===== src/fscp_pkg.sv =====
// Package for the format spec character parser.
// Holds the settings and result types, action and kind codes, flag masks
// and character constants. Depends on nothing.
`default_nettype none

package fscp_pkg;

  typedef struct packed {
    logic [15:0] width;
    logic [15:0] precision;
    logic [7:0]  fill;
    logic [8:0]  flags;
  } settings_t;

  typedef struct packed {
    logic [1:0]  action;
    logic [15:0] arg_index;
    logic        arg_index_valid;
    settings_t   settings;
    logic        keep_format;
  } result_t;

  localparam logic [1:0] ACT_FEED = 2'd0;
  localparam logic [1:0] ACT_ESC  = 2'd1;
  localparam logic [1:0] ACT_ITEM = 2'd2;
  localparam logic [1:0] ACT_PASS = 2'd3;

  localparam logic [1:0] KIND_CHAR  = 2'd0;
  localparam logic [1:0] KIND_BEGIN = 2'd1;
  localparam logic [1:0] KIND_DONE  = 2'd2;
  localparam logic [1:0] KIND_LOAD  = 2'd3;

  localparam logic [1:0] REG_WIDTH     = 2'd0;
  localparam logic [1:0] REG_PRECISION = 2'd1;
  localparam logic [1:0] REG_FILL      = 2'd2;
  localparam logic [1:0] REG_FLAGS     = 2'd3;

  localparam logic [8:0] FL_LEFT     = 9'h001;
  localparam logic [8:0] FL_RIGHT    = 9'h002;
  localparam logic [8:0] FL_INTERNAL = 9'h004;
  localparam logic [8:0] FL_DEC      = 9'h008;
  localparam logic [8:0] FL_OCT      = 9'h010;
  localparam logic [8:0] FL_HEX      = 9'h020;
  localparam logic [8:0] FL_SCI      = 9'h040;
  localparam logic [8:0] FL_FIXED    = 9'h080;
  localparam logic [8:0] FL_SHOWBASE = 9'h100;

  localparam logic [7:0] CH_LBRACE    = 8'h7B;
  localparam logic [7:0] CH_RBRACE    = 8'h7D;
  localparam logic [7:0] CH_COLON     = 8'h3A;
  localparam logic [7:0] CH_BANG      = 8'h21;
  localparam logic [7:0] CH_MINUS     = 8'h2D;
  localparam logic [7:0] CH_BACKSLASH = 8'h5C;
  localparam logic [7:0] CH_ZERO      = 8'h30;
  localparam logic [7:0] CH_NINE      = 8'h39;
  localparam logic [7:0] CH_W         = 8'h77;
  localparam logic [7:0] CH_P         = 8'h70;
  localparam logic [7:0] CH_L         = 8'h6C;
  localparam logic [7:0] CH_R         = 8'h72;
  localparam logic [7:0] CH_I         = 8'h69;
  localparam logic [7:0] CH_D         = 8'h64;
  localparam logic [7:0] CH_O         = 8'h6F;
  localparam logic [7:0] CH_B         = 8'h62;
  localparam logic [7:0] CH_H         = 8'h68;
  localparam logic [7:0] CH_S         = 8'h73;
  localparam logic [7:0] CH_F         = 8'h66;
  localparam logic [7:0] CH_X         = 8'h78;

  localparam settings_t SETTINGS_RESET = '{width: 16'd0, precision: 16'd6,
                                           fill: 8'd32, flags: 9'd8};

endpackage

`default_nettype wire


===== src/format_spec_char_parser.sv =====
// Top level of the format spec character parser: parse state, settings,
// configuration registers and a two-entry output stage (register and skid).
// Depends on fscp_pkg.
// Each result is registered in the output register, or in the skid entry.
// Throughput: one item per cycle while in_stall is low; the parse state updates
// in the accept cycle. The input stalls only while the skid entry is occupied.
// Synchronous reset clears parsing, empties the output stage and returns the
// configuration, live and saved settings to their reset values.
`default_nettype none

module format_spec_char_parser #(
  parameter int VALUE_BITS = 16
) (
  input  wire logic                clk,
  input  wire logic                rst,
  input  wire logic                in_valid,
  output logic                     in_stall,
  input  wire logic [1:0]          kind,
  input  wire logic [7:0]          ch,
  output logic                     out_valid,
  input  wire logic                out_stall,
  output logic [1:0]               action,
  output logic [15:0]              arg_index,
  output logic                     arg_index_valid,
  output logic [15:0]              width,
  output logic [15:0]              precision,
  output logic [7:0]               fill,
  output logic [8:0]               format_flags,
  output logic                     keep_format,
  input  wire logic                cfg_write,
  input  wire logic [1:0]          cfg_index,
  input  wire logic [15:0]         cfg_data
);
  import fscp_pkg::*;

  localparam int AccW = VALUE_BITS + 4;

  fscp_pkg::settings_t init_set, live, saved;
  fscp_pkg::settings_t live_next, saved_next;
  logic in_index, in_format, escape_pending, keep_flag;
  logic in_index_next, in_format_next, escape_pending_next, keep_flag_next;
  logic index_acc_valid, value_acc_valid;
  logic index_acc_valid_next, value_acc_valid_next;
  logic [VALUE_BITS-1:0] index_acc, value_acc;
  logic [VALUE_BITS-1:0] index_acc_next, value_acc_next;
  logic [1:0] act;
  logic       fin;
  logic       is_digit;
  logic [15:0] value_sat;
  logic [VALUE_BITS+15:0] index_wide, value_wide;
  fscp_pkg::result_t res_next, out_res, skid_res;
  logic skid_valid;
  logic accept, out_fire;

  function automatic logic [VALUE_BITS-1:0] acc_step(input logic [VALUE_BITS-1:0] v,
                                                     input logic [3:0] d);
    logic [AccW-1:0] wide;
    wide = ({4'b0, v} << 3) + ({4'b0, v} << 1) + AccW'(d);
    if (wide[AccW-1:VALUE_BITS] != 4'b0) begin
      return {VALUE_BITS{1'b1}};
    end
    return wide[VALUE_BITS-1:0];
  endfunction

  assign is_digit = (ch >= CH_ZERO) && (ch <= CH_NINE);
  assign value_wide = {16'b0, value_acc};
  assign value_sat = ((value_wide >> 16) != '0) ? 16'hFFFF : value_wide[15:0];

  always_comb begin
    live_next = live;
    saved_next = saved;
    in_index_next = in_index;
    in_format_next = in_format;
    escape_pending_next = escape_pending;
    keep_flag_next = keep_flag;
    index_acc_valid_next = index_acc_valid;
    index_acc_next = index_acc;
    value_acc_valid_next = value_acc_valid;
    value_acc_next = value_acc;
    act = ACT_FEED;
    fin = 1'b0;
    case (kind)
      KIND_CHAR: begin
        if (escape_pending) begin
          escape_pending_next = 1'b0;
          if (in_format) begin
            live_next.fill = ch;
            fin = 1'b1;
          end else if (in_index) begin
            in_index_next = 1'b0;
            in_format_next = 1'b1;
          end else begin
            act = ACT_ESC;
            fin = 1'b1;
          end
        end
        if (!fin && ch == CH_BACKSLASH) begin
          escape_pending_next = 1'b1;
          fin = 1'b1;
        end
        if (!fin && in_index_next) begin
          if (is_digit) begin
            index_acc_next = acc_step(index_acc_valid ? index_acc : '0, ch[3:0]);
            index_acc_valid_next = 1'b1;
            fin = 1'b1;
          end else if (ch == CH_RBRACE) begin
            act = ACT_ITEM;
            fin = 1'b1;
          end else begin
            in_index_next = 1'b0;
            in_format_next = 1'b1;
            if (ch == CH_COLON) begin
              fin = 1'b1;
            end
          end
        end
        if (!fin && in_format_next) begin
          fin = 1'b1;
          if (is_digit) begin
            value_acc_next = acc_step(value_acc_valid ? value_acc : '0, ch[3:0]);
            value_acc_valid_next = 1'b1;
          end else begin
            case (ch)
              CH_RBRACE: begin
                if (value_acc_valid) live_next.width = value_sat;
                act = ACT_ITEM;
              end
              CH_BANG: keep_flag_next = 1'b1;
              CH_MINUS: ;
              CH_W: if (value_acc_valid) live_next.width = value_sat;
              CH_P: if (value_acc_valid) live_next.precision = value_sat;
              CH_L: begin
                if (value_acc_valid) live_next.width = value_sat;
                live_next.flags = live.flags | FL_LEFT;
              end
              CH_R: begin
                if (value_acc_valid) live_next.width = value_sat;
                live_next.flags = live.flags | FL_RIGHT;
              end
              CH_I: begin
                if (value_acc_valid) live_next.width = value_sat;
                live_next.flags = live.flags | FL_INTERNAL;
              end
              CH_D: live_next.flags = live.flags | FL_DEC;
              CH_O: live_next.flags = live.flags | FL_OCT;
              CH_B, CH_H: live_next.flags = live.flags | FL_HEX;
              CH_S: live_next.flags = live.flags | FL_SCI;
              CH_F: live_next.flags = live.flags | FL_FIXED;
              CH_X: live_next.flags = live.flags | FL_SHOWBASE;
              default: live_next.fill = ch;
            endcase
            value_acc_valid_next = 1'b0;
            value_acc_next = '0;
          end
        end
        if (!fin) begin
          if (ch == CH_LBRACE) begin
            in_index_next = 1'b1;
            index_acc_valid_next = 1'b0;
            index_acc_next = '0;
          end else begin
            act = ACT_PASS;
          end
        end
      end
      KIND_BEGIN, KIND_DONE: begin
        if (kind == KIND_BEGIN) begin
          saved_next = live;
        end else if (!keep_flag) begin
          live_next = saved;
        end
        in_index_next = 1'b0;
        in_format_next = 1'b0;
        keep_flag_next = 1'b0;
        index_acc_valid_next = 1'b0;
        index_acc_next = '0;
        value_acc_valid_next = 1'b0;
        value_acc_next = '0;
      end
      KIND_LOAD: live_next = init_set;
      default: ;
    endcase
  end

  assign index_wide = {16'b0, index_acc_next};

  always_comb begin
    res_next.action = act;
    res_next.arg_index = index_acc_valid_next ? index_wide[15:0] : 16'd0;
    res_next.arg_index_valid = index_acc_valid_next;
    res_next.settings = live_next;
    res_next.keep_format = keep_flag_next;
  end

  assign in_stall = skid_valid;
  assign accept = in_valid && !skid_valid;
  assign out_fire = out_valid && !out_stall;

  always_ff @(posedge clk) begin
    if (rst) begin
      init_set <= SETTINGS_RESET;
      live <= SETTINGS_RESET;
      saved <= SETTINGS_RESET;
      in_index <= 1'b0;
      in_format <= 1'b0;
      escape_pending <= 1'b0;
      keep_flag <= 1'b0;
      index_acc_valid <= 1'b0;
      index_acc <= '0;
      value_acc_valid <= 1'b0;
      value_acc <= '0;
      out_valid <= 1'b0;
      skid_valid <= 1'b0;
    end else begin
      if (cfg_write) begin
        case (cfg_index)
          REG_WIDTH: init_set.width <= cfg_data;
          REG_PRECISION: init_set.precision <= cfg_data;
          REG_FILL: init_set.fill <= cfg_data[7:0];
          REG_FLAGS: init_set.flags <= cfg_data[8:0];
          default: ;
        endcase
      end
      if (accept) begin
        live <= live_next;
        saved <= saved_next;
        in_index <= in_index_next;
        in_format <= in_format_next;
        escape_pending <= escape_pending_next;
        keep_flag <= keep_flag_next;
        index_acc_valid <= index_acc_valid_next;
        index_acc <= index_acc_next;
        value_acc_valid <= value_acc_valid_next;
        value_acc <= value_acc_next;
      end
      if (skid_valid) begin
        if (out_fire) begin
          out_res <= skid_res;
          skid_valid <= 1'b0;
        end
      end else if (accept) begin
        if (!out_valid || out_fire) begin
          out_res <= res_next;
          out_valid <= 1'b1;
        end else begin
          skid_res <= res_next;
          skid_valid <= 1'b1;
        end
      end else if (out_fire) begin
        out_valid <= 1'b0;
      end
    end
  end

  assign action = out_res.action;
  assign arg_index = out_res.arg_index;
  assign arg_index_valid = out_res.arg_index_valid;
  assign width = out_res.settings.width;
  assign precision = out_res.settings.precision;
  assign fill = out_res.settings.fill;
  assign format_flags = out_res.settings.flags;
  assign keep_format = out_res.keep_format;

endmodule

`default_nettype wire

===== config.mk =====
export PLATFORM = sky130hd
export DESIGN_NAME = format_spec_char_parser
export DESIGN_NICKNAME = d
export VERILOG_FILES = /design/src/fscp_pkg.sv /design/src/format_spec_char_parser.sv
export SDC_FILE = /design/constraint.sdc
export NUM_CORES = 1
export LEC_CHECK = 0
export ABC_AREA = 1
export BUFFER_PORTS_ARGS = -buffer_cell sky130_fd_sc_hd__clkbuf_2
export CAP_MARGIN = 30
export CORE_MARGIN = 2
export CORE_UTILIZATION = 35
export DETAILED_ROUTE_END_ITERATION = 10
export GPL_ROUTABILITY_DRIVEN = 0
export HOLD_SLACK_MARGIN = 0.02
export SYNTH_ARGS = -nofsm -noshare
export SYNTH_HDL_FRONTEND = slang
export SYNTH_SLANG_ARGS = --single-unit
export TNS_END_PERCENT = 20

===== constraint.sdc =====
create_clock -name clk -period 7.45 [get_ports clk]
set_input_delay 1.1175 -clock clk [delete_from_list [all_inputs] [get_ports clk]]
set_output_delay 1.1175 -clock clk [all_outputs]
set_load 0.005 [all_outputs]

==> impl_metrics.json, run 1 <==
{
  "vias_per_cell": 5.15,
  "p_leak_nw": 9.57,
  "post_cts_resized": 0,
  "ys_seq_elements": 325,
  "syn_inst": 2546,
  "ant_nets": 0,
  "drtPass1Iterations": 5,
  "ys_types": 39,
  "finClkSkew_ns": 0.0258,
  "hold_violations": 0,
  "vdd_ir_drop_max_mv": 0.134,
  "path_max_fanout": 49,
  "crit_path_end_kind": "flop",
  "syn-cell-area_um2": 18200,
  "cts_root_buf": "clkbuf_16",
  "wl_met2_um": 25300,
  "yosysTopAreaCell": "edfxtp_1",
  "synthTopCellsByArea": "edfxtp_1 (23%), dfxtp_1 (21%), nand2_1 (16%)",
  "slew_viol_final": 0,
  "drt_wl_total_um": 55700,
  "hp-class": "flop to flop",
  "fmax_mhz": 231,
  "ys.flop_type": "dfxtp_1",
  "cp_top_family": "simple AND/OR/NAND/NOR gates",
  "grt_max_degree": 109,
  "yosys_warnings": 0,
  "grt_pass1_vias": 16000,
  "grt_overflow": 0,
  "timing.final.crit_share": 0.581,
  "fillers": 5263,
  "ys_seq_area_frac": 0.433,
  "layout_setup_ws_ns": 3.12,
  "antenna_found_initial": 0,
  "endpoint": "value_acc[2]",
  "met1_length_um": 24600,
  "reg2reg_depth": 17,
  "syn_area_per_cell_um2": 7.15,
  "via_count": 16900,
  "slowest_stage": "dfxtp_2",
  "ys_top_cells_by_count": "nand2_1 (753), o21ai_0 (278), inv_1 (242)",
  "cts_setup_buffers": 0,
  "crit_required_ns": 7.84,
  "path_buf_inv": 2,
  "yosysMostFrequentCell": "nand2_1",
  "cts_max_path_buffers": 3,
  "synthArstFlopShare": 0,
  "placementRows": 83,
  "rsz0062_at_grt": "false",
  "fin_tns_setup_ns": 0,
  "cts_tree": "built",
  "pin_count": 104,
  "drc": 0,
  "clock-sinks": 325,
  "drtIter0Drc": 1402,
  "numPortBuffers": 103,
  "min_period_ns": 4.33,
  "post-place-ws_ns": 2.96,
  "die_h_um": 232,
  "cap_viol_max_count": 0,
  "syn-num-nets": 2648,
  "worst_slew_pin_slew_ns": 1.04,
  "grt_pass1_wl_um": 87400,
  "wl_met3_um": 3700,
  "clock_latency_ns": 0.57,
  "htreeDepth": 2,
  "nets": 2683,
  "outcome": "finished, final reports clean",
  "holdPathStages": 2,
  "crit_top_cell": "nand2_1",
  "wl_per_cell_um": 16.9,
  "arrival_ns": 4.72,
  "dr.max_layer_used": "met4",
  "r2r-end": "value_acc[2]",
  "syn_to_final_growth_pct": 12.9,
  "crit_chain": "nand2_1 -> inv_1 -> fa_1 -> fa_1 -> nand3_1 -> nand2_1 -> nand3_1 -> nand2_1 -> nand2_1 -> nand2_1 -> nand2_1 -> nand2_1 -> nor2_1 -> buf_4 -> nand3_1 -> nand2_1 -> a21oi_1",
  "initial_utilization": 0.354,
  "synth-edff-count": 138,
  "worst_path_largest_cell_delay_ns": 0.99,
  "diodes": 0,
  "globalRouteTotalUtil": 0.205,
  "startpoint_type": "flop",
  "cts.clk_slew.worst_paths_ns": 0.06,
  "cts_hold_buffers": 0,
  "p_per_area_nw_per_um2": 212,
  "hpwl_um": 36600,
  "max_slew_margin": 0.307,
  "die_w_um": 232,
  "drive_gt1_frac": 0.0927,
  "r2r_setup_slack_ns": 3.12,
  "die-area_um2": 53900,
  "r2r_start": "value_acc_valid",
  "coreArea_um2": 51400,
  "setup_violations": 0,
  "synth_top_area_share": 0.228,
  "critical_path.startpoint": "value_acc_valid",
  "cts_buffers": 37,
  "path_class": "flop to flop",
  "cp_num_cells": 17
}
-- worst min path at each step --
stage	startpoint	endpoint	slack (ns)
final	init_set[2]	init_set[2]	0.45
after global routing	init_set[6]	init_set[6]	0.47
after CTS	init_set[2]	init_set[2]	0.45
after detailed placement	init_set[2]	init_set[2]	0.44
after global placement	init_set[19]	init_set[19]	0.44
after floorplan	init_set[2]	init_set[2]	0.42
-- tightest hold or removal path: cells and delay by family (launching register included) --
family / cells / cell delay [ns]
AO/OA/AOI/OAI: 1 / 0.05
flip-flops: 1 / 0.29
buffers and inverters: 1 / 0.06
-- report_power, final --
| part | switching, mW | internal, mW | total (mW) |
|---|---|---|---|
| logic | 0.329 | 0.135 | 0.463 |
| registers | 0.0322 | 1.94 | 1.97 |
| clock network | 0.796 | 1.12 | 1.91 |
| total | 1.16 | 3.19 | 4.35 |
-- layout make-up --
type,instances,area (um2),share of cell area
Inverter,257,965,0.0469
Multi-Input combinational cell,1832,8810,0.429
Sequential cell,325,7890,0.384
Clock buffer,50,1020,0.0494
Tap cell,680,851,0.0414
Timing Repair Buffer,128,776,0.0377
Clock inverter,18,249,0.0121
-- routing by layer --
layer	vias up	track usage
met3	118	0.0375
met5	-	0
met2	542	0.334
met1	7882	0.268
met4	0	0.0829
li1	8399	-
-- cell families (layout without fill, tap and decap cells) --
| group | after synthesis | count (layout) | share of synthesized area |
|---|---|---|---|
| AOI/OAI and AO/OA | 574 | 574 | 0.164 |
| xor gates and xnor gates | 20 | 20 | 0.00962 |
| adders and majority gates | 69 | 69 | 0.0486 |
| buffers and inverters | 389 | 453 | 0.0844 |
| DFF | 325 | 325 | 0.433 |
| and+or+nand+nor | 1169 | 1169 | 0.260 |
-- metrics by stage --
| stage | instances | cell area (um2) | power [mW] | utilization | hold WS [ns] |
|---|---|---|---|---|---|
| floorplan | 2546 | 18200 | 2.30 | - | 0.425 |
| global placement | 3217 | 19200 | 2.46 | 0.373 | 0.438 |
| detailed placement | 3221 | 19300 | 2.47 | 0.375 | 0.443 |
| CTS | 3289 | 20500 | 4.40 | 0.399 | 0.451 |
| global route | 3290 | 20600 | 4.53 | 0.400 | 0.471 |
| finish | 3290 | 20600 | 4.35 | 0.400 | 0.451 |
-- registers in the layout (all words and copies together), names as in the netlist, 9 cells and up --
register	count
width	16
precision	16
saved	49
live	49
skid_res	69
init_set	49
value_acc	16
arg_index	16
format_flags	9
index_acc	16
-- layout by cell type (no fill, tap or decap), types with 3 or more instances in the layout --
cell type | netlist | final
fa_1 | 3 | 3
ha_1 | 66 | 65
nor3_1 | 7 | 6
nor2_1 | 223 | 221
xor2_1 | 10 | 10
a21oi_1 | 203 | 203
nand3b_1 | 4 | 4
nand2_1 | 753 | 752
inv_2 | 13 | 17
a31oi_1 | 20 | 20
o22ai_1 | 7 | 7
buf_16 | 0 | 3
dfxtp_1 | 187 | 185
nor2_2 | 5 | 6
clkbuf_1 | 98 | 10
nor2_4 | 4 | 5
bufinv_16 | 0 | 4
clkbuf_2 | 0 | 102
nand3_2 | 4 | 4
nand3_1 | 151 | 151
buf_4 | 8 | 21
nand2_2 | 7 | 8
clkinv_2 | 0 | 5
a21oi_2 | 10 | 10
o21ai_0 | 278 | 278
o21bai_1 | 6 | 6
clkbuf_16 | 0 | 38
xnor2_1 | 10 | 10
clkinv_1 | 2 | 4
edfxtp_1 | 138 | 138
o21ai_1 | 41 | 41
nand4_1 | 4 | 4
inv_1 | 242 | 239
o211ai_1 | 7 | 7
No activity file was read; power rests on OpenSTA's default activity.
==> run 2: changes to the inputs <==
==> constraint.sdc (replaced) <==
create_clock -name clk -period 4.1 [get_ports clk]
set_input_delay 0.615 -clock clk [delete_from_list [all_inputs] [get_ports clk]]
set_output_delay 0.615 -clock clk [all_outputs]
set_load 0.005 [all_outputs]
==> run 2 against run 1 <==
  * Clock power is 86% higher
  * Routed wire length is 1.3% lower
  * Final cell count is 0.55% higher
  * Total power is 83% higher
  * Critical path depth is 2 lower
  * Hold slack worse by 0.13 ns
  * Maximum frequency is 27% higher
  * Die area stayed put
  * Sequential power is 82% higher
  * Sequential share of layout area is 0.26 points lower
==> impl_metrics.json, run 2 (same netlist as run 1, synthesis figures left out) <==
{
  "grt-busiest-layer": "met2",
  "timing.final.crit_share": 0.833,
  "vdd_ir_drop_max_mv": 0.246,
  "combinationalPowerShare": 0.105,
  "clock-sinks": 325,
  "wl_per_cell_um": 16.6,
  "crit_chain": "buf_4 -> nand2_1 -> inv_1 -> ha_1 -> ha_1 -> a21oi_1 -> o21ai_0 -> a21oi_1 -> nand3b_1 -> nand2_1 -> nand2_1 -> inv_1 -> nand3_1 -> nand2_1 -> a21oi_1",
  "setup_violations": 0,
  "cts.clk_slew.worst_paths_ns": 0.05,
  "crit_required_ns": 4.49,
  "die_w_um": 232,
  "power.switching_mw": 2.10,
  "hold_violations": 0,
  "numPortBuffers": 103,
  "clock_latency_ns": 0.58,
  "final_cell_mix": "nand2_1 (752), o21ai_0 (278), inv_1 (239)",
  "min_period_ns": 3.41,
  "top_register": "skid_res",
  "max_slew_margin": 0.297,
  "drt_wl_total_um": 55000,
  "cts_max_path_buffers": 3,
  "pin_count": 104,
  "p_clk_frac": 0.446,
  "drive_gt1_frac": 0.100,
  "met1_usage": 0.265,
  "path_class": "flop to flop",
  "die-area_um2": 53900,
  "globalRouteTotalUtil": 0.202,
  "via_count": 17000,
  "finClkSkew_ns": 0.0285,
  "crit_top_cell": "nand2_1",
  "htreeDepth": 2,
  "hp-class": "primary input to flop",
  "cts_tree": "built",
  "initial_utilization": 0.354,
  "drtPass1Iterations": 6,
  "met3_usage": 0.0361,
  "p_leak_nw": 9.66,
  "post_cts_resized": 0,
  "grt_pass1_vias": 16000,
  "dp.cells": 3237,
  "drtIter0Drc": 1281,
  "placementRows": 83,
  "final_common_cell": "nand2_1",
  "die_h_um": 232,
  "startpoint_type": "flop",
  "worst_path_largest_cell_delay_ns": 0.40,
  "swShare": 0.263,
  "fmax_mhz": 293,
  "worst_slew_pin_slew_ns": 1.05,
  "p_per_area_nw_per_um2": 386,
  "fillers": 5221,
  "nets": 2699,
  "slew_viol_final": 0,
  "layout_setup_ws_ns": 0.686,
  "antenna_found_initial": 3,
  "cp_top_family": "buffers and inverters",
  "drc": 0,
  "grt_pass1_wl_um": 86600,
  "internal-power_mw": 5.89,
  "syn_to_final_growth_pct": 13.6,
  "grt_overflow": 0,
  "cts_setup_buffers": 0,
  "crit_path_end_kind": "flop",
  "fin_tns_setup_ns": 0,
  "stdcell_area_um2": 20700,
  "seqPwrFrac": 0.449,
  "grt_max_degree": 78,
  "rsz0062_at_grt": "false",
  "fin_cells": 3308,
  "path_buf_inv": 3,
  "coreArea_um2": 51400,
  "arrival_ns": 3.80,
  "cts_hold_buffers": 0,
  "path_max_fanout": 29,
  "outcome": "finished, final reports clean",
  "cts_buffers": 38,
  "slowest_stage": "dfxtp_1",
  "hpwl_um": 37100,
  "largest_register_ffs": 69,
  "grtUsageMet2": 0.328,
  "cts_root_buf": "clkbuf_16",
  "placed_area_um2": 19400,
  "ant_nets": 0,
  "vias_per_cell": 5.15,
  "post-place-ws_ns": 0.578,
  "cap_viol_max_count": 0
}
[run 2: power groups by stage]
stage                     Combinational, mW  Sequential [mW]  Clock [mW]
after floorplan                       0.534             3.65           0
after global placement                0.823             3.65           0
after detailed placement              0.834             3.65           0
after CTS                             0.838             3.58        3.63
after global routing                  0.941             3.60        3.76
final                                 0.841             3.58        3.56
[run 2: stage by stage]
step	total power [mW]	utilization	hold WS, ns
2_1_floorplan	4.18	-	0.425
3_5_place_dp	4.49	0.377	0.448
6_report	7.98	0.403	0.316
3_3_place_gp	4.47	0.377	0.444
4_1_cts	8.05	0.403	0.289
5_1_grt	8.30	0.403	0.300
[run 2: worst paths after layout]
kind / startpoint / endpoint / slack, ns / depth (start not counted)
max: value_acc_valid / value_acc[4] / 0.69 / 15
min reg2reg: init_set[14] / init_set[14] / 0.46 / 2
min: cfg_data[11] / init_set[28] / 0.32 / 3
max reg2reg: value_acc_valid / value_acc[4] / 0.69 / 15
[run 2: final cells by class]
cell class / count / area (um2) / area share
antenna: 1 / 2.50 / 0.000121
sequential: 325 / 7890 / 0.381
timing repair buffer: 143 / 853 / 0.0412
inverter: 257 / 965 / 0.0466
tap: 680 / 851 / 0.0411
multi-input combinational: 1832 / 8810 / 0.426
clock inverter: 19 / 248 / 0.0120
clock buffer: 51 / 1070 / 0.0518
[run 2: worst reg2reg max path, cell delays in order, from the launching register on]
cell,delay (ns)
dfxtp_1,0.40
buf_4,0.35
nand2_1,0.22
inv_1,0.14
ha_1,0.25
ha_1,0.37
a21oi_1,0.25
o21ai_0,0.15
a21oi_1,0.20
nand3b_1,0.09
nand2_1,0.08
nand2_1,0.05
inv_1,0.36
nand3_1,0.15
nand2_1,0.12
a21oi_1,0.08
[run 2: per-layer routing]
layer  vias up  wire length [um]
li1       8428                 -
met1      7917             24500
met2       579             25000
met3       112              3530
met4         6              1870
met5         -                34
